==> src/design/acs_pkg.sv <==
// Shared types, codes, constants and field helpers for the alarm clock controller.
`default_nettype none

package acs_pkg;

  // Operation codes of one request
  typedef enum logic [1:0] {
    OP_KEY     = 2'd0,
    OP_REFRESH = 2'd1,
    OP_TICK    = 2'd2
  } op_t;

  // Setting modes
  typedef enum logic [2:0] {
    MODE_IDLE     = 3'd0,
    MODE_CLK_HOUR = 3'd1,
    MODE_CLK_MIN  = 3'd2,
    MODE_CLK_SEC  = 3'd3,
    MODE_ALM_HOUR = 3'd4,
    MODE_ALM_MIN  = 3'd5,
    MODE_ALM_SEC  = 3'd6
  } mode_t;

  // Blanked digit pair codes
  typedef enum logic [1:0] {
    BLANK_NONE   = 2'd0,
    BLANK_HOUR   = 2'd1,
    BLANK_MINUTE = 2'd2,
    BLANK_SECOND = 2'd3
  } blank_t;

  localparam logic [7:0] KEY_NONE  = 8'd0;
  localparam logic [7:0] KEY_ALARM = 8'd4;
  localparam logic [7:0] KEY_CLOCK = 8'd5;
  localparam logic [7:0] KEY_DOWN  = 8'd8;
  localparam logic [7:0] KEY_UP    = 8'd9;

  localparam logic [5:0] HOURS   = 6'd24;
  localparam logic [5:0] MINUTES = 6'd60;

  localparam logic [4:0] RESET_HOUR   = 5'd23;
  localparam logic [5:0] RESET_MINUTE = 6'd59;
  localparam logic [5:0] RESET_SECOND = 6'd50;

  localparam logic [4:0] ALARM_STEPS   = 5'd25;
  localparam int         BLINK_MS      = 200;
  localparam int         MS_PER_SECOND = 1000;
  localparam int         BLINK_SLOTS   = MS_PER_SECOND / BLINK_MS;

  typedef struct packed {
    logic [1:0] op;
    logic [7:0] key_value;
    logic [4:0] clock_hour;
    logic [5:0] clock_minute;
    logic [5:0] clock_second;
  } item_t;

  typedef struct packed {
    logic [2:0] mode;
    logic [4:0] shown_hour;
    logic [5:0] shown_minute;
    logic [5:0] shown_second;
    logic [1:0] blanked_pair;
    logic       show_temperature;
    logic       alarm_led;
    logic       write_clock;
  } result_t;

  // Step a field up or down with wrap; out-of-range values go to 0 (up) or span-1 (down)
  function automatic logic [5:0] step_field(logic [5:0] v, logic [5:0] span, logic up);
    logic [5:0] r;
    if (up) begin
      r = (v >= span - 6'd1) ? 6'd0 : v + 6'd1;
    end else begin
      r = (v == 6'd0 || v >= span) ? span - 6'd1 : v - 6'd1;
    end
    return r;
  endfunction

  // True on a millisecond count that lies on a blink boundary
  function automatic logic blink_step(logic [9:0] ms);
    logic hit;
    hit = 1'b0;
    for (int k = 0; k < BLINK_SLOTS; k++) begin
      if (ms == 10'(k * BLINK_MS)) hit = 1'b1;
    end
    return hit;
  endfunction

endpackage

`default_nettype wire

==> src/design/acs_if.sv <==
// Valid/ready channel interfaces for requests and results.
`default_nettype none

interface acs_in_if;
  logic       valid;
  logic       ready;
  logic [1:0] op;
  logic [7:0] key_value;
  logic [4:0] clock_hour;
  logic [5:0] clock_minute;
  logic [5:0] clock_second;

  modport source (output valid, op, key_value, clock_hour, clock_minute, clock_second,
                  input ready);
  modport sink (input valid, op, key_value, clock_hour, clock_minute, clock_second,
                output ready);
endinterface

interface acs_out_if;
  logic       valid;
  logic       ready;
  logic [2:0] mode;
  logic [4:0] shown_hour;
  logic [5:0] shown_minute;
  logic [5:0] shown_second;
  logic [1:0] blanked_pair;
  logic       show_temperature;
  logic       alarm_led;
  logic       write_clock;

  modport source (output valid, mode, shown_hour, shown_minute, shown_second, blanked_pair,
                  show_temperature, alarm_led, write_clock, input ready);
  modport sink (input valid, mode, shown_hour, shown_minute, shown_second, blanked_pair,
                show_temperature, alarm_led, write_clock, output ready);
endinterface

`default_nettype wire

==> src/design/alarm_clock_setting_controller_core.sv <==
// A request passes 2 registers: the input register, then the result register, which it enters once that has room.
// Throughput: one request per cycle while the result register has room; the controller state updates once per request.
// While a result waits in the result register, the input register takes one more request and then holds ready low.
// Reset (rst, synchronous, active high): mode idle, time 23:59:50, alarm 00:00:00,
// alarm, view and tick counters cleared, both channel stages emptied.
`default_nettype none

module alarm_clock_setting_controller_core
  import acs_pkg::*;
(
  input  wire logic clk,
  input  wire logic rst,
  acs_in_if.sink    item,
  acs_out_if.source result
);

  logic    held_valid;
  item_t   held;
  logic    space;
  logic    advance;
  result_t res;

  // move the held request through the controller when the result register has room
  assign advance = held_valid && space;

  acs_in_stage u_in (
    .clk        (clk),
    .rst        (rst),
    .item       (item),
    .advance    (advance),
    .held_valid (held_valid),
    .held       (held)
  );

  acs_ctrl u_ctrl (
    .clk  (clk),
    .rst  (rst),
    .fire (advance),
    .held (held),
    .res  (res)
  );

  acs_out_stage u_out (
    .clk    (clk),
    .rst    (rst),
    .load   (advance),
    .res    (res),
    .space  (space),
    .result (result)
  );

endmodule

`default_nettype wire

==> src/design/acs_in_stage.sv <==
// Input register stage: captures one request per cycle while it is empty or its held request moves on.
`default_nettype none

module acs_in_stage
  import acs_pkg::*;
(
  input  wire logic clk,
  input  wire logic rst,
  acs_in_if.sink    item,
  input  wire logic advance,
  output logic      held_valid,
  output item_t     held
);

  assign item.ready = !held_valid || advance;

  always_ff @(posedge clk) begin
    if (rst) begin
      held_valid <= 1'b0;
    end else if (item.valid && item.ready) begin
      held_valid <= 1'b1;
    end else if (advance) begin
      held_valid <= 1'b0;
    end
  end

  always_ff @(posedge clk) begin
    if (item.valid && item.ready) begin
      held.op           <= item.op;
      held.key_value    <= item.key_value;
      held.clock_hour   <= item.clock_hour;
      held.clock_minute <= item.clock_minute;
      held.clock_second <= item.clock_second;
    end
  end

endmodule

`default_nettype wire

==> src/design/acs_ctrl.sv <==
// Controller state and the single-pass update for one request.
`default_nettype none

module acs_ctrl
  import acs_pkg::*;
(
  input  wire logic  clk,
  input  wire logic  rst,
  input  wire logic  fire,
  input  wire item_t held,
  output result_t    res
);

  mode_t      setting_mode, setting_mode_next;
  logic [4:0] time_hour, time_hour_next;
  logic [5:0] time_minute, time_minute_next;
  logic [5:0] time_second, time_second_next;
  logic [4:0] alarm_hour, alarm_hour_next;
  logic [5:0] alarm_minute, alarm_minute_next;
  logic [5:0] alarm_second, alarm_second_next;
  logic [7:0] previous_key, previous_key_next;
  logic       temperature_view, temperature_view_next;
  logic [4:0] blinks_left, blinks_left_next;
  logic       led_level, led_level_next;
  logic [9:0] millisecond_count, millisecond_count_next;
  logic       second_parity, second_parity_next;

  logic [7:0] press;
  logic       up;
  logic [5:0] hour_step;
  logic [5:0] ahour_step;
  logic [9:0] ms_inc;
  logic [4:0] blinks_dec;
  logic       alarm_view;
  blank_t     blank;
  logic       write_clock;

  assign press      = held.key_value & (previous_key ^ held.key_value);
  assign up         = (press == KEY_UP);
  assign hour_step  = step_field({1'b0, time_hour}, HOURS, up);
  assign ahour_step = step_field({1'b0, alarm_hour}, HOURS, up);
  assign ms_inc     = millisecond_count + 10'd1;
  assign blinks_dec = blinks_left - 5'd1;

  always_comb begin
    setting_mode_next      = setting_mode;
    time_hour_next         = time_hour;
    time_minute_next       = time_minute;
    time_second_next       = time_second;
    alarm_hour_next        = alarm_hour;
    alarm_minute_next      = alarm_minute;
    alarm_second_next      = alarm_second;
    previous_key_next      = previous_key;
    temperature_view_next  = temperature_view;
    blinks_left_next       = blinks_left;
    led_level_next         = led_level;
    millisecond_count_next = millisecond_count;
    second_parity_next     = second_parity;
    blank                  = BLANK_NONE;
    write_clock            = 1'b0;

    case (held.op)
      OP_KEY: begin
        previous_key_next = held.key_value;
        if (press == KEY_CLOCK) begin
          case (setting_mode)
            MODE_IDLE:     setting_mode_next = MODE_CLK_HOUR;
            MODE_CLK_HOUR: setting_mode_next = MODE_CLK_MIN;
            MODE_CLK_MIN:  setting_mode_next = MODE_CLK_SEC;
            MODE_CLK_SEC: begin
              setting_mode_next = MODE_IDLE;
              write_clock       = 1'b1;
            end
            default: setting_mode_next = setting_mode;
          endcase
        end else if (press == KEY_ALARM) begin
          case (setting_mode)
            MODE_IDLE:     setting_mode_next = MODE_ALM_HOUR;
            MODE_ALM_HOUR: setting_mode_next = MODE_ALM_MIN;
            MODE_ALM_MIN:  setting_mode_next = MODE_ALM_SEC;
            MODE_ALM_SEC:  setting_mode_next = MODE_IDLE;
            default:       setting_mode_next = setting_mode;
          endcase
        end else if (press == KEY_UP || press == KEY_DOWN) begin
          case (setting_mode)
            MODE_CLK_HOUR: time_hour_next    = hour_step[4:0];
            MODE_CLK_MIN:  time_minute_next  = step_field(time_minute, MINUTES, up);
            MODE_CLK_SEC:  time_second_next  = step_field(time_second, MINUTES, up);
            MODE_ALM_HOUR: alarm_hour_next   = ahour_step[4:0];
            MODE_ALM_MIN:  alarm_minute_next = step_field(alarm_minute, MINUTES, up);
            MODE_ALM_SEC:  alarm_second_next = step_field(alarm_second, MINUTES, up);
            default: ;
          endcase
        end
        // holding the down key in idle selects the temperature view
        if (setting_mode_next == MODE_IDLE && held.key_value == KEY_DOWN) begin
          temperature_view_next = 1'b1;
        end
        if (setting_mode_next == MODE_IDLE && held.key_value == KEY_NONE) begin
          temperature_view_next = 1'b0;
        end
        // any press cancels a running alarm
        if (press != KEY_NONE && blinks_left != 5'd0) begin
          blinks_left_next = 5'd0;
          led_level_next   = 1'b0;
        end
      end

      OP_REFRESH: begin
        if (!temperature_view) begin
          if (setting_mode == MODE_IDLE) begin
            time_hour_next   = held.clock_hour;
            time_minute_next = held.clock_minute;
            time_second_next = held.clock_second;
            if (held.clock_hour == alarm_hour && held.clock_minute == alarm_minute &&
                held.clock_second == alarm_second) begin
              blinks_left_next = ALARM_STEPS;
            end
          end
          if (second_parity) begin
            case (setting_mode)
              MODE_CLK_HOUR, MODE_ALM_HOUR: blank = BLANK_HOUR;
              MODE_CLK_MIN, MODE_ALM_MIN:   blank = BLANK_MINUTE;
              MODE_CLK_SEC, MODE_ALM_SEC:   blank = BLANK_SECOND;
              default:                      blank = BLANK_NONE;
            endcase
          end
        end
      end

      OP_TICK: begin
        millisecond_count_next = (ms_inc >= 10'(MS_PER_SECOND)) ? 10'd0 : ms_inc;
        if (blinks_left != 5'd0 && blink_step(millisecond_count_next)) begin
          blinks_left_next = blinks_dec;
          led_level_next   = (blinks_dec != 5'd0) ? !led_level : 1'b0;
        end
        if (millisecond_count_next == 10'd0) begin
          second_parity_next = !second_parity;
        end
      end

      default: ;
    endcase
  end

  assign alarm_view = (setting_mode_next >= MODE_ALM_HOUR);

  always_comb begin
    res.mode             = setting_mode_next;
    res.shown_hour       = alarm_view ? alarm_hour_next : time_hour_next;
    res.shown_minute     = alarm_view ? alarm_minute_next : time_minute_next;
    res.shown_second     = alarm_view ? alarm_second_next : time_second_next;
    res.blanked_pair     = blank;
    res.show_temperature = temperature_view_next;
    res.alarm_led        = led_level_next;
    res.write_clock      = write_clock;
  end

  always_ff @(posedge clk) begin
    if (rst) begin
      setting_mode      <= MODE_IDLE;
      time_hour         <= RESET_HOUR;
      time_minute       <= RESET_MINUTE;
      time_second       <= RESET_SECOND;
      alarm_hour        <= 5'd0;
      alarm_minute      <= 6'd0;
      alarm_second      <= 6'd0;
      previous_key      <= KEY_NONE;
      temperature_view  <= 1'b0;
      blinks_left       <= 5'd0;
      led_level         <= 1'b0;
      millisecond_count <= 10'd0;
      second_parity     <= 1'b0;
    end else if (fire) begin
      setting_mode      <= setting_mode_next;
      time_hour         <= time_hour_next;
      time_minute       <= time_minute_next;
      time_second       <= time_second_next;
      alarm_hour        <= alarm_hour_next;
      alarm_minute      <= alarm_minute_next;
      alarm_second      <= alarm_second_next;
      previous_key      <= previous_key_next;
      temperature_view  <= temperature_view_next;
      blinks_left       <= blinks_left_next;
      led_level         <= led_level_next;
      millisecond_count <= millisecond_count_next;
      second_parity     <= second_parity_next;
    end
  end

  a_led_needs_blinks: assert property (@(posedge clk) disable iff (rst)
    led_level |-> blinks_left != 5'd0)
    else $error("alarm LED lit with no blinks left");

  a_blinks_bounded: assert property (@(posedge clk) disable iff (rst)
    blinks_left <= ALARM_STEPS)
    else $error("blink count beyond alarm length");

  a_ms_bounded: assert property (@(posedge clk) disable iff (rst)
    millisecond_count < 10'(MS_PER_SECOND))
    else $error("millisecond count out of range");

  a_write_leaves_to_idle: assert property (@(posedge clk) disable iff (rst)
    fire && res.write_clock |=> setting_mode == MODE_IDLE && $past(setting_mode) == MODE_CLK_SEC)
    else $error("clock write outside the exit from second setting");

  a_blank_only_setting: assert property (@(posedge clk) disable iff (rst)
    fire && res.blanked_pair != BLANK_NONE |-> setting_mode != MODE_IDLE && second_parity)
    else $error("digits blanked outside a setting mode");

endmodule

`default_nettype wire

==> src/design/acs_out_stage.sv <==
// Result register: holds one result until the sink takes it.
`default_nettype none

module acs_out_stage
  import acs_pkg::*;
(
  input  wire logic    clk,
  input  wire logic    rst,
  input  wire logic    load,
  input  wire result_t res,
  output logic         space,
  acs_out_if.source    result
);

  result_t data;

  assign space = !result.valid || result.ready;

  always_ff @(posedge clk) begin
    if (rst) begin
      result.valid <= 1'b0;
    end else if (load) begin
      result.valid <= 1'b1;
    end else if (result.ready) begin
      result.valid <= 1'b0;
    end
  end

  always_ff @(posedge clk) begin
    if (load) begin
      data <= res;
    end
  end

  assign result.mode             = data.mode;
  assign result.shown_hour       = data.shown_hour;
  assign result.shown_minute     = data.shown_minute;
  assign result.shown_second     = data.shown_second;
  assign result.blanked_pair     = data.blanked_pair;
  assign result.show_temperature = data.show_temperature;
  assign result.alarm_led        = data.alarm_led;
  assign result.write_clock      = data.write_clock;

endmodule

`default_nettype wire
==> src/flat_wrapper.sv <==
// flat-port wrapper written by rule: the top's interface ports become plain ports
module alarm_clock_setting_controller_core_flat import acs_pkg::*;
  (clk, rst, item_valid, item_op, item_key_value, item_clock_hour, item_clock_minute, item_clock_second, item_ready, result_valid, result_mode, result_shown_hour, result_shown_minute, result_shown_second, result_blanked_pair, result_show_temperature, result_alarm_led, result_write_clock, result_ready);
  acs_in_if item_i ();
  acs_out_if result_i ();
  input  wire logic clk;
  input  wire logic rst;
  input wire logic [$bits(item_i.valid)-1:0] item_valid;
  input wire logic [$bits(item_i.op)-1:0] item_op;
  input wire logic [$bits(item_i.key_value)-1:0] item_key_value;
  input wire logic [$bits(item_i.clock_hour)-1:0] item_clock_hour;
  input wire logic [$bits(item_i.clock_minute)-1:0] item_clock_minute;
  input wire logic [$bits(item_i.clock_second)-1:0] item_clock_second;
  output wire logic [$bits(item_i.ready)-1:0] item_ready;
  output wire logic [$bits(result_i.valid)-1:0] result_valid;
  output wire logic [$bits(result_i.mode)-1:0] result_mode;
  output wire logic [$bits(result_i.shown_hour)-1:0] result_shown_hour;
  output wire logic [$bits(result_i.shown_minute)-1:0] result_shown_minute;
  output wire logic [$bits(result_i.shown_second)-1:0] result_shown_second;
  output wire logic [$bits(result_i.blanked_pair)-1:0] result_blanked_pair;
  output wire logic [$bits(result_i.show_temperature)-1:0] result_show_temperature;
  output wire logic [$bits(result_i.alarm_led)-1:0] result_alarm_led;
  output wire logic [$bits(result_i.write_clock)-1:0] result_write_clock;
  input wire logic [$bits(result_i.ready)-1:0] result_ready;
  assign item_i.valid = item_valid;
  assign item_i.op = item_op;
  assign item_i.key_value = item_key_value;
  assign item_i.clock_hour = item_clock_hour;
  assign item_i.clock_minute = item_clock_minute;
  assign item_i.clock_second = item_clock_second;
  assign item_ready = item_i.ready;
  assign result_valid = result_i.valid;
  assign result_mode = result_i.mode;
  assign result_shown_hour = result_i.shown_hour;
  assign result_shown_minute = result_i.shown_minute;
  assign result_shown_second = result_i.shown_second;
  assign result_blanked_pair = result_i.blanked_pair;
  assign result_show_temperature = result_i.show_temperature;
  assign result_alarm_led = result_i.alarm_led;
  assign result_write_clock = result_i.write_clock;
  assign result_i.ready = result_ready;
  alarm_clock_setting_controller_core u_core (.clk(clk), .rst(rst), .item(item_i), .result(result_i));
endmodule
==> config.mk <==
export PLATFORM = sky130hd
export DESIGN_NAME = alarm_clock_setting_controller_core_flat
export DESIGN_NICKNAME = d
export VERILOG_FILES = /design/src/design/acs_pkg.sv /design/src/design/acs_if.sv /design/src/design/alarm_clock_setting_controller_core.sv /design/src/design/acs_in_stage.sv /design/src/design/acs_ctrl.sv /design/src/design/acs_out_stage.sv /design/src/flat_wrapper.sv
export SDC_FILE = /design/constraint.sdc
export NUM_CORES = 1
export LEC_CHECK = 0
export BUFFER_PORTS_ARGS = -buffer_cell sky130_fd_sc_hd__buf_2
export CAP_MARGIN = 20
export CORE_UTILIZATION = 60
export CTS_CLUSTER_SIZE = 20
export DETAILED_ROUTE_END_ITERATION = 6
export PLACE_DENSITY_LB_ADDON = 0.3
export SLEW_MARGIN = 25
export SYNTH_ARGS = -nofsm -noshare
export SYNTH_HDL_FRONTEND = slang
export SYNTH_SLANG_ARGS = --single-unit
==> constraint.sdc <==
create_clock -name clk -period 3.11 [get_ports clk]
set_input_delay 0 -clock clk [delete_from_list [all_inputs] [get_ports clk]]
set_output_delay 0 -clock clk [all_outputs]
set_load 0.01 [all_outputs]
==> out/summary.txt <==
STATUS
----------------------------------------------------------------------------------------
Run status ................................................................ finished, final reports clean

FINAL LAYOUT
----------------------------------------------------------------------------------------
Leading cell type in the layout, fill and taps excluded ................... sky130_fd_sc_hd__nand2_1
Area grow syn2layout ......................................................        17.0%
Final Util ................................................................        72.2%
Number of nets at the end of the flow .....................................        1,063
Final standard cell count with taps included and fillers excluded .........        1,197
Share of post-route cells with drive strength above 1 .....................        14.1%
Most frequent cells in the layout ......................................... sky130_fd_sc_hd__nand2_1, sky130_fd_sc_hd__nor2_1, sky130_fd_sc_hd__a21oi_1
Final antenna diode count .................................................            0

POWER
----------------------------------------------------------------------------------------
Switching fraction of total power .........................................        26.7%
VDD IR max ................................................................       419 uV
Static leakage power ......................................................      3.38 nW
Switching power total .....................................................    0.00107 W
Power share of the clock group ............................................        43.2%
Internal power consumption ................................................    0.00293 W
Combinational group share of total power ..................................        12.8%
Total design power ........................................................    0.00400 W
Register share of total power .............................................        44.0%
Pwr/cell area .............................................................  439 mW/mm^2

TIMING
----------------------------------------------------------------------------------------
Max-slew violation count ..................................................            0
Min Clock Period, post-route ..............................................      2890 ps
Post-Route Skew ...........................................................      10.4 ps
Measured slew at the worst slew-check pin .................................      1000 ps
Setup TNS .................................................................         0 ps
Max transition margin .....................................................        33.4%
Number of failing setup endpoints in the final timing report ..............            0
Setup repair after global routing missed its margin .......................        false
Hold violation count in the final report ..................................            0
Share of the clock period used by the worst path ..........................        93.0%
Maximum operating frequency ...............................................      346 MHz

RUN
----------------------------------------------------------------------------------------
Max cap viols .............................................................            0

CLOCKING
----------------------------------------------------------------------------------------
# Post-CTS Setup Buffers ..................................................            0
Resized Gates After CTS ...................................................            0
Number of clock sinks seen by CTS .........................................          117
Clock root buffer ......................................................... sky130_fd_sc_hd__clkbuf_16
Clock tree from TritonCTS .................................................         done
Worst skew pair latency ...................................................       430 ps
Register clock-pin slew on the reported worst setup and hold paths ........        60 ps
# H-tree levels ...........................................................            4
Worst-case clock buffer depth .............................................            2
Clock buffers created by TritonCTS ........................................           17

WORST SETUP PATH
----------------------------------------------------------------------------------------
Data required time at the worst endpoint ..................................      3260 ps
Reg-to-reg setup timing slack .............................................       220 ps
Start of the worst register-to-register path .............................. u_core.u_in.held[17]
Capturing point of the worst reg2reg path ................................. u_core.u_out.result.shown_minute[5]
Kind of end point of the critical path ....................................         flop
Delay of the slowest cell on the worst path ...............................       480 ps
Type of the worst setup path .............................................. flop to flop
Last element of the critical path ......................................... u_core.u_out.result.shown_minute[5]
Worst endpoint data arrival time ..........................................      3040 ps
Nature of the critical path startpoint ....................................         flop
Max stage delay cell, worst path .......................................... sky130_fd_sc_hd__nand4_1
Number of cells traversed by the worst register-to-register path ..........            8
Critical path launch point ................................................ u_core.u_in.held[17]
Peak fanout along the critical path .......................................           30
Critical Path, Cell by Cell ............................................... nor2b_1 > nand4_1 > buf_12 > nor2_1 > a41oi_1 > o221a_2 > a221oi_1 > mux2i_1

FLOORPLANNING
----------------------------------------------------------------------------------------
Core area .................................................................  0.0126 mm^2
Die outline width .........................................................       116 um
Die Y-Extent ..............................................................       116 um
Starting density of the core ..............................................        61.7%
Cell Rows .................................................................           41
Count of pins on the block boundary .......................................           58
Die Footprint .............................................................  0.0134 mm^2

DRT
----------------------------------------------------------------------------------------
Overall via count from detail_route .......................................        7,552
Count of nets left with antenna violations after detail routing ...........            0
Post-DR vias/cell .........................................................         6.31
First-pass DRT Iterations .................................................            6
Total length of routed wires ..............................................      20.7 mm
DRC violations left .......................................................            0
Drt first-iter violations .................................................          853
Final routed wire length divided by cell count ............................      17.3 um

GLOBAL ROUTING
----------------------------------------------------------------------------------------
Number of global-route vias before repair .................................        6,778
Initial antenna violation count ...........................................            0
Pin count of the biggest net entering global routing ......................           51
Overall track demand over capacity in global routing ......................        32.2%
Wire length of the first global-routing pass ..............................      33.5 mm
Remaining global-route overflow ...........................................            0

YOSYS
----------------------------------------------------------------------------------------
Number of instances in the synthesized netlist ............................          948
Async set or reset register ratio after synthesis .........................           0%
Nets in the synthesized netlist ...........................................          999
Post-Synthesis Cell Area .................................................. 0.00779 mm^2
Post-synthesis average cell area ..........................................    8.22 um^2
Portion of the post-synthesis area used by sequential elements ............        36.7%
Number of flops mapped to enable cells by yosys ...........................           52
Number of different library cells in the post-synthesis netlist ...........           87
Area contributors post-synth .............................................. sky130_fd_sc_hd__edfxtp_1, sky130_fd_sc_hd__dfxtp_1, sky130_fd_sc_hd__a21oi_1
Total of flip-flops plus latches after synthesis ..........................          117
Portion of synthesized cell area occupied by the leading cell type ........        20.0%
Dominant synthesized flop cell ............................................ sky130_fd_sc_hd__dfxtp_1
Cell accounting for the most synthesized area ............................. sky130_fd_sc_hd__edfxtp_1
Number of warning messages in the yosys log ...............................            0

PLACE
----------------------------------------------------------------------------------------
Total half-perimeter wirelength after legalization and detailed placement .      13.7 mm
Global placer's final weighted congestion .................................        0.923
Port-buffer cells .........................................................           57
Number of cells in the design after placement .............................        1,132

MIN PATH
----------------------------------------------------------------------------------------
Worst hold path type ...................................................... input pin to flop

how the worst min path moves through the flow:
stage,endpoint,cells past startpoint,slack (ps),startpoint
floorplan,u_core.u_in.held[0],0,100,item_clock_second[0]
global placement,u_core.u_in.held[3],1,180,item_clock_second[3]
detailed placement,u_core.u_in.held[7],1,180,item_clock_minute[1]
CTS,u_core.u_in.held[24],2,270,item_key_value[7]
global route,u_core.u_in.held[8],2,280,item_clock_minute[2]
finish,u_core.u_in.held[6],2,280,item_clock_minute[0]
power groups by stage:
| stage | sequential (W) | combinational [W] | clock, W |
|---|---|---|---|
| floorplan | 0.00175 | 0.000353 | 0 |
| global placement | 0.00179 | 0.000461 | 0 |
| detailed placement | 0.00179 | 0.000468 | 0 |
| CTS | 0.00176 | 0.000503 | 0.00173 |
| global route | 0.00177 | 0.000565 | 0.00182 |
| finish | 0.00176 | 0.000513 | 0.00173 |
metrics by stage:
step                      hold slack, ps  worst slack, ps  cell area, um^2
final                                284              218             9110
after CTS                            274              254             9110
after global routing                 283             7.17             9110
after global placement               176              381             8260
after detailed placement             178              267             8260
after floorplan                     98.9              565             7790
timing repair:
action                                  CTS  global route
endpoints found under the setup margin    0             0
hold endpoints to repair                 32             0
hold buffers                             33             0
kinds of logic (layout without fill, tap and decap cells):
logic type / after synthesis / count (layout) / synth area share (%)
compound gates: 280 / 280 / 24.1
xor+xnor: 38 / 38 / 4.47
fa+ha+maj: 20 / 20 / 3.21
buf+inv: 108 / 185 / 5.40
flops: 117 / 117 / 36.7
mux: 19 / 19 / 2.49
simple gates: 366 / 366 / 23.6
registers in the layout, indices dropped and copies added (netlist names), 2 cells and up:
register	cells
u_core.u_ctrl.alarm_minute	6
u_core.u_out.result.shown_second	6
u_core.u_ctrl.blinks_left	5
u_core.u_ctrl.alarm_hour	5
u_core.u_out.result.blanked_pair	2
u_core.u_ctrl.time_second	6
u_core.u_ctrl.alarm_second	6
u_core.u_in.held	27
u_core.u_ctrl.setting_mode	3
u_core.u_ctrl.millisecond_count	10
u_core.u_ctrl.time_minute	6
u_core.u_out.result.shown_hour	5
u_core.u_ctrl.time_hour	5
u_core.u_out.result.mode	3
u_core.u_out.result.shown_minute	6
u_core.u_ctrl.previous_key	8
routing by layer:
metal | GRT usage [%] | vias up | wire (um)
li1 | - | 3657 | -
met1 | 43.4 | 3460 | 8970
met3 | 5.86 | 63 | 1630
met2 | 49.9 | 372 | 9430
met5 | 0 | - | 0
met4 | 15.6 | 0 | 653
Yosys cell counts (6+ instances only):
library cell and n:
sky130_fd_sc_hd__nor3_1 37, sky130_fd_sc_hd__nand4_1 17, sky130_fd_sc_hd__a22oi_1 9, sky130_fd_sc_hd__a311oi_1 6, sky130_fd_sc_hd__xnor2_1 13, sky130_fd_sc_hd__dfxtp_1 65, sky130_fd_sc_hd__nor2_1 88, sky130_fd_sc_hd__o31ai_1 9
sky130_fd_sc_hd__a221oi_1 6, sky130_fd_sc_hd__inv_1 31, sky130_fd_sc_hd__nor4_1 10, sky130_fd_sc_hd__o211ai_1 12, sky130_fd_sc_hd__mux2i_1 16, sky130_fd_sc_hd__and4_1 6, sky130_fd_sc_hd__ha_1 20, sky130_fd_sc_hd__xor2_1 23
sky130_fd_sc_hd__nand2b_1 13, sky130_fd_sc_hd__nand3_1 34, sky130_fd_sc_hd__a21oi_1 86, sky130_fd_sc_hd__clkbuf_1 61, sky130_fd_sc_hd__nor2b_1 13, sky130_fd_sc_hd__a211oi_1 14, sky130_fd_sc_hd__nand2_1 95, sky130_fd_sc_hd__and3_1 8
sky130_fd_sc_hd__buf_1 8, sky130_fd_sc_hd__and2_1 10, sky130_fd_sc_hd__a31oi_1 18, sky130_fd_sc_hd__edfxtp_1 52, sky130_fd_sc_hd__nor3b_1 6, sky130_fd_sc_hd__o21ai_0 51
critical path: cells and delay by family (launching register included):
kind	cells	cell delay, ps
simple gates	3	1090
compound gates	3	690
flops	1	380
buf+inv	1	330
mux	1	130
final cells by class:
type,instances,area (um^2)
clock buffers,21,460
clock inverters,11,60.1
fillers,968,3500
inverters,31,116
multi-input cells,723,4520
flip-flops and latches,117,2860
well taps,172,215
repair buffers,122,881
Power figures use the tool's default switching activity.
